==> config.mk <==
export PLATFORM = sky130hd
export DESIGN_NAME = ipsg_ram
export DESIGN_NICKNAME = d
export VERILOG_FILES = /design/src/rtl/ipsg_ram.sv
export SDC_FILE = /design/constraint.sdc
export NUM_CORES = 1
export LEC_CHECK = 0
export ABC_AREA = 1
export BUFFER_PORTS_ARGS = -buffer_cell sky130_fd_sc_hd__buf_2
export CAP_MARGIN = 20
export CELL_PAD_IN_SITES_DETAIL_PLACEMENT = 1
export CELL_PAD_IN_SITES_GLOBAL_PLACEMENT = 1
export CORE_MARGIN = 3
export CORE_UTILIZATION = 40
export CTS_BUF_LIST = sky130_fd_sc_hd__clkbuf_4 sky130_fd_sc_hd__clkbuf_8
export DETAILED_ROUTE_END_ITERATION = 10
export PLACE_DENSITY = 0.74
export SLEW_MARGIN = 40
export SYNTH_ARGS = -nofsm -noshare
export SYNTH_HDL_FRONTEND = slang
export SYNTH_SLANG_ARGS = --single-unit
==> constraint.sdc <==
create_clock -name aclk -period 3.1 [get_ports aclk]
set_input_delay 0.62 -clock aclk [delete_from_list [all_inputs] [get_ports aclk]]
set_output_delay 0.62 -clock aclk [all_outputs]
set_load 0.01 [all_outputs]
==> src/rtl/ipsg_ram.sv <==
// ============================================================================
// ipsg_ram
// Generic simple dual-port RAM with one write port and a registered read.
// ============================================================================
module ipsg_ram #(
    parameter int WIDTH = 8,
    parameter int DEPTH = 16
) (
    input  logic                                        aclk,
    input  logic                                        we,
    input  logic [((DEPTH > 1) ? $clog2(DEPTH) : 1)-1:0] waddr,
    input  logic [WIDTH-1:0]                            wdata,
    input  logic [((DEPTH > 1) ? $clog2(DEPTH) : 1)-1:0] raddr,
    output logic [WIDTH-1:0]                            rdata
);

    logic [WIDTH-1:0] mem [DEPTH];

    always_ff @(posedge aclk) begin
        if (we) begin
            mem[waddr] <= wdata;
        end
        rdata <= mem[raddr];
    end

endmodule

Word level (Yosys, flattened, before mapping)
Memories as Yosys holds them, arrays and structs flattened. A register that Yosys moved wholly into a read port is not among the register bits.
Cells that the tools add are included.
{"block": "totals", "ff_bits": 0, "ramBits": 128, "out_inout_bits": 8, "n_memories": 1}
{"name": "mem", "words": 16, "width": 8, "rd": 1, "rd_ports_with_merged_regs": 1, "wr": 1, "line_no": "17", "rtl": "logic [WIDTH-1:0] mem [DEPTH];"}
{"block": "classes", "muxes": 2}
{"op": "two-way mux 1 bit", "n": 2}

Logic depth before layout (Yosys ltp)
{"block": "depth", "ltp_word": 2, "mapped_depth": 8, "ltp_nobuf": 7}

Least setup slack after synthesis
No wires, ideal clock.
{"block": "synth_path", "kind": "input -> register", "from": "input waddr[2] (netlist bit)", "to": "memory mem[10][0], enable pin", "arrival_time_ns": 1.201, "required_ns": 2.730, "setup_slack_ns": 1.529, "stages": 2, "n_path_buf": 0, "cell_sequence": "nand3b_1 nor2_1"}
{"item": "start: declaration", "line_no": "11", "rtl": "input logic [((DEPTH > 1) ? $clog2(DEPTH) : 1)-1:0] waddr,"}
{"item": "end: declaration", "line_no": "17"}
No word-level cell before the write port.

Worst setup path in the final report
{"block": "layout_path", "from": "input waddr[2] (netlist bit)", "to": "memory mem[11][3], enable pin"}
No word-level cell before the write port.

==> impl_metrics.json <==
{
  "via_per_inst": 4.93,
  "synthMuxAreaShare_pct": 0,
  "area_growth_pct": 8.72,
  "netlist_instances": 551,
  "globalplace.congestion": 0.862,
  "grt_pass1_vias": 3949,
  "ctsResizeCount": 0,
  "slowest_stage": "nor2_1",
  "synth_edf_count": 128,
  "cp_num_buf_inv": 1,
  "clk_latency_ps": 450,
  "yosysTopAreaCellShare_pct": 66.7,
  "pwr-share-clk_pct": 32.9,
  "skew_ps": 9.80,
  "synth-compound-area-share_pct": 0,
  "holdWs_ps": 540,
  "core_um2": 14000,
  "worstSetupStartpointType": "input pin",
  "path_class": "input pin to flip-flop",
  "drtPass1Iterations": 4,
  "status": "finished, final reports clean",
  "cts.path.max_buffers": 2,
  "p_sw_mw": 0.823,
  "synth_cell_type_count": 12,
  "clock-root-buffer": "clkbuf_8",
  "synth_fa_ha_area_share_pct": 0,
  "synthFlopType": "edfxtp_1",
  "switching_share_pct": 23.8,
  "crit_chain": "buf_2 > nand3b_1 > nor2_1",
  "finalHoldViolCount": 0,
  "drt_iter0_markers": 231,
  "cts_setup_buffers": 0,
  "io_buffers": 25,
  "synth.most_common_cell": "nand2_1",
  "die_w_um": 126,
  "drv_cap": 0,
  "p_leak_nw": 2.68,
  "start_util_pct": 41.2,
  "worstSetupEndpointType": "flip-flop",
  "grt_pass1_wl_um": 22200,
  "path_delay_family": "simple AND/OR/NAND/NOR gates",
  "drive_gt1_share_pct": 8.89,
  "htree_num_levels": 4,
  "cts_buffers": 17,
  "vdd_drop_max_mv": 0.364,
  "max_slew.worst_pin.slew_ps": 813,
  "path_clk_slew_ps": 70,
  "row_count": 43,
  "slowest_delay_ps": 700,
  "clock.fmax_ghz": 0.601,
  "dieArea_um2": 15900,
  "p_seq_share_pct": 59.8,
  "ios": 26,
  "grt.total_usage_pct": 18.7,
  "p_int_mw": 2.64,
  "yosys_register_bits": 136,
  "hpwl_um": 9290,
  "synth_common_cells": "173 x nand2_1, 128 x edfxtp_1, 100 x inv_1",
  "slew_headroom_pct": 45.6,
  "power_density_nw_per_um2": 552,
  "cts_hold_buf": 0,
  "cts_sinks": 136,
  "ys_top_cells_by_area": "edfxtp_1 67%, nand2_1 11%, nand3_1 8.4%",
  "required_ps": 3180,
  "timing.final.crit_period_ps": 1660,
  "async_flop_share_pct": 0,
  "pwr-share-comb_pct": 7.3,
  "vias": 3770,
  "yosys_warnings": 0,
  "avgSynthCellArea_um2": 10.5,
  "drtAntennaViolNets": 0,
  "hp-class": "input pin to flip-flop",
  "cts_tree": "done",
  "path_max_fanout": 8,
  "n_antenna_cell": 0,
  "total_power_mw": 3.46,
  "antenna_found_initial": 0,
  "ys_seq_area_share_pct": 69.4,
  "grt_setup_unrepaired": "false",
  "nNetsFinal": 593,
  "synth_top_cell_by_area": "edfxtp_1",
  "critPathArrivalTime_ps": 1740,
  "maxSlewViolCount": 0,
  "syn_nets": 569,
  "synthesis.area_um2": 5770,
  "wl_per_cell_um": 18.6,
  "synth-xor-area-share_pct": 0,
  "wirelength_um": 14200,
  "gr-total-overflow": 0,
  "synth_simple_gate_area_share_pct": 21.0,
  "grt_start_max_net_pins": 65,
  "die_h_um": 126,
  "synth_top_family_by_area": "simple AND/OR/NAND/NOR gates",
  "drc": 0,
  "setup_viol": 0,
  "fin_crit_sh_pct": 53.7,
  "tns_ps": 0
}
==> tightest hold or removal path: stages <==
cell,delay (ps)
buf_2,170
nand3_1,100
nand2_1,40
==> placed cells by master, fill, tap and decap left out <==
cell type and instances:
nand2_1 173, nor2_1 15, nor2_2 2, clkinv_2 1
edfxtp_1 128, inv_1 100, clkbuf_4 1, nand3_1 97
dfxtp_1 8, buf_2 25, buf_4 4, clkinv_1 10
inv_2 2, nand3b_1 2, clkbuf_8 17
==> metrics by stage <==
stage          setup slack, ps  area (µm²)  std cells  util (%)
2_1_floorplan             1530        5770        551         -
3_3_place_gp              1030        5980        736      42.8
3_5_place_dp              1000        5980        736      42.8
4_1_cts                   1460        6260        765      44.8
5_1_grt                   1400        6270        765      44.8
6_report                  1440        6270        765      44.8
==> area by class of cell <==
class,count,area [µm²]
tap,180,225
clock buffer,18,241
fill,1585,7720
timing repair buffer,29,155
sequential,136,4000
clock inverter,11,42.5
inverter,102,383
multi-input combinational,289,1220
==> flip-flops by register name, indices dropped and copies added (netlist names) <==
register  flops
mem         128
rdata         8
==> worst paths after layout <==
check / startpoint / to / slack [ps] / cells after the start
hold / removal: raddr[3] / rdata[7]$_DFF_P_ / 540 / 3
setup reg to reg: mem[5][4]$_DFFE_PP_ / rdata[4]$_DFF_P_ / 2050 / 6
hold reg to reg: mem[12][1]$_DFFE_PP_ / rdata[1]$_DFF_P_ / 690 / 6
setup / recovery: waddr[2] / mem[11][3]$_DFFE_PP_ / 1440 / 3
==> cell families (layout without fill, tap and decap cells) <==
| group | Yosys count | in the layout |
|---|---|---|
| buffers and inverters | 126 | 160 |
| DFF | 136 | 136 |
| and+or+nand+nor | 289 | 289 |
==> routing by layer <==
metal	vias up	part of all wire, %	track usage (%)	routed length (µm)
met1	1839	42	23.4	6020
met2	92	51	32.1	7250
li1	1817	-	-	-
met3	22	4.9	4.03	691
met5	-	0	0	0
met4	0	1.9	7.00	267
==> power by group through the flow <==
stage / registers [mW] / clock network (mW) / logic [mW]
floorplan: 2.11 / 0 / 0.145
global placement: 2.11 / 0 / 0.247
detailed placement: 2.11 / 0 / 0.253
CTS: 2.07 / 1.17 / 0.254
global route: 2.07 / 1.24 / 0.280
finish: 2.07 / 1.14 / 0.251
No activity file was read; power rests on OpenSTA's default activity.
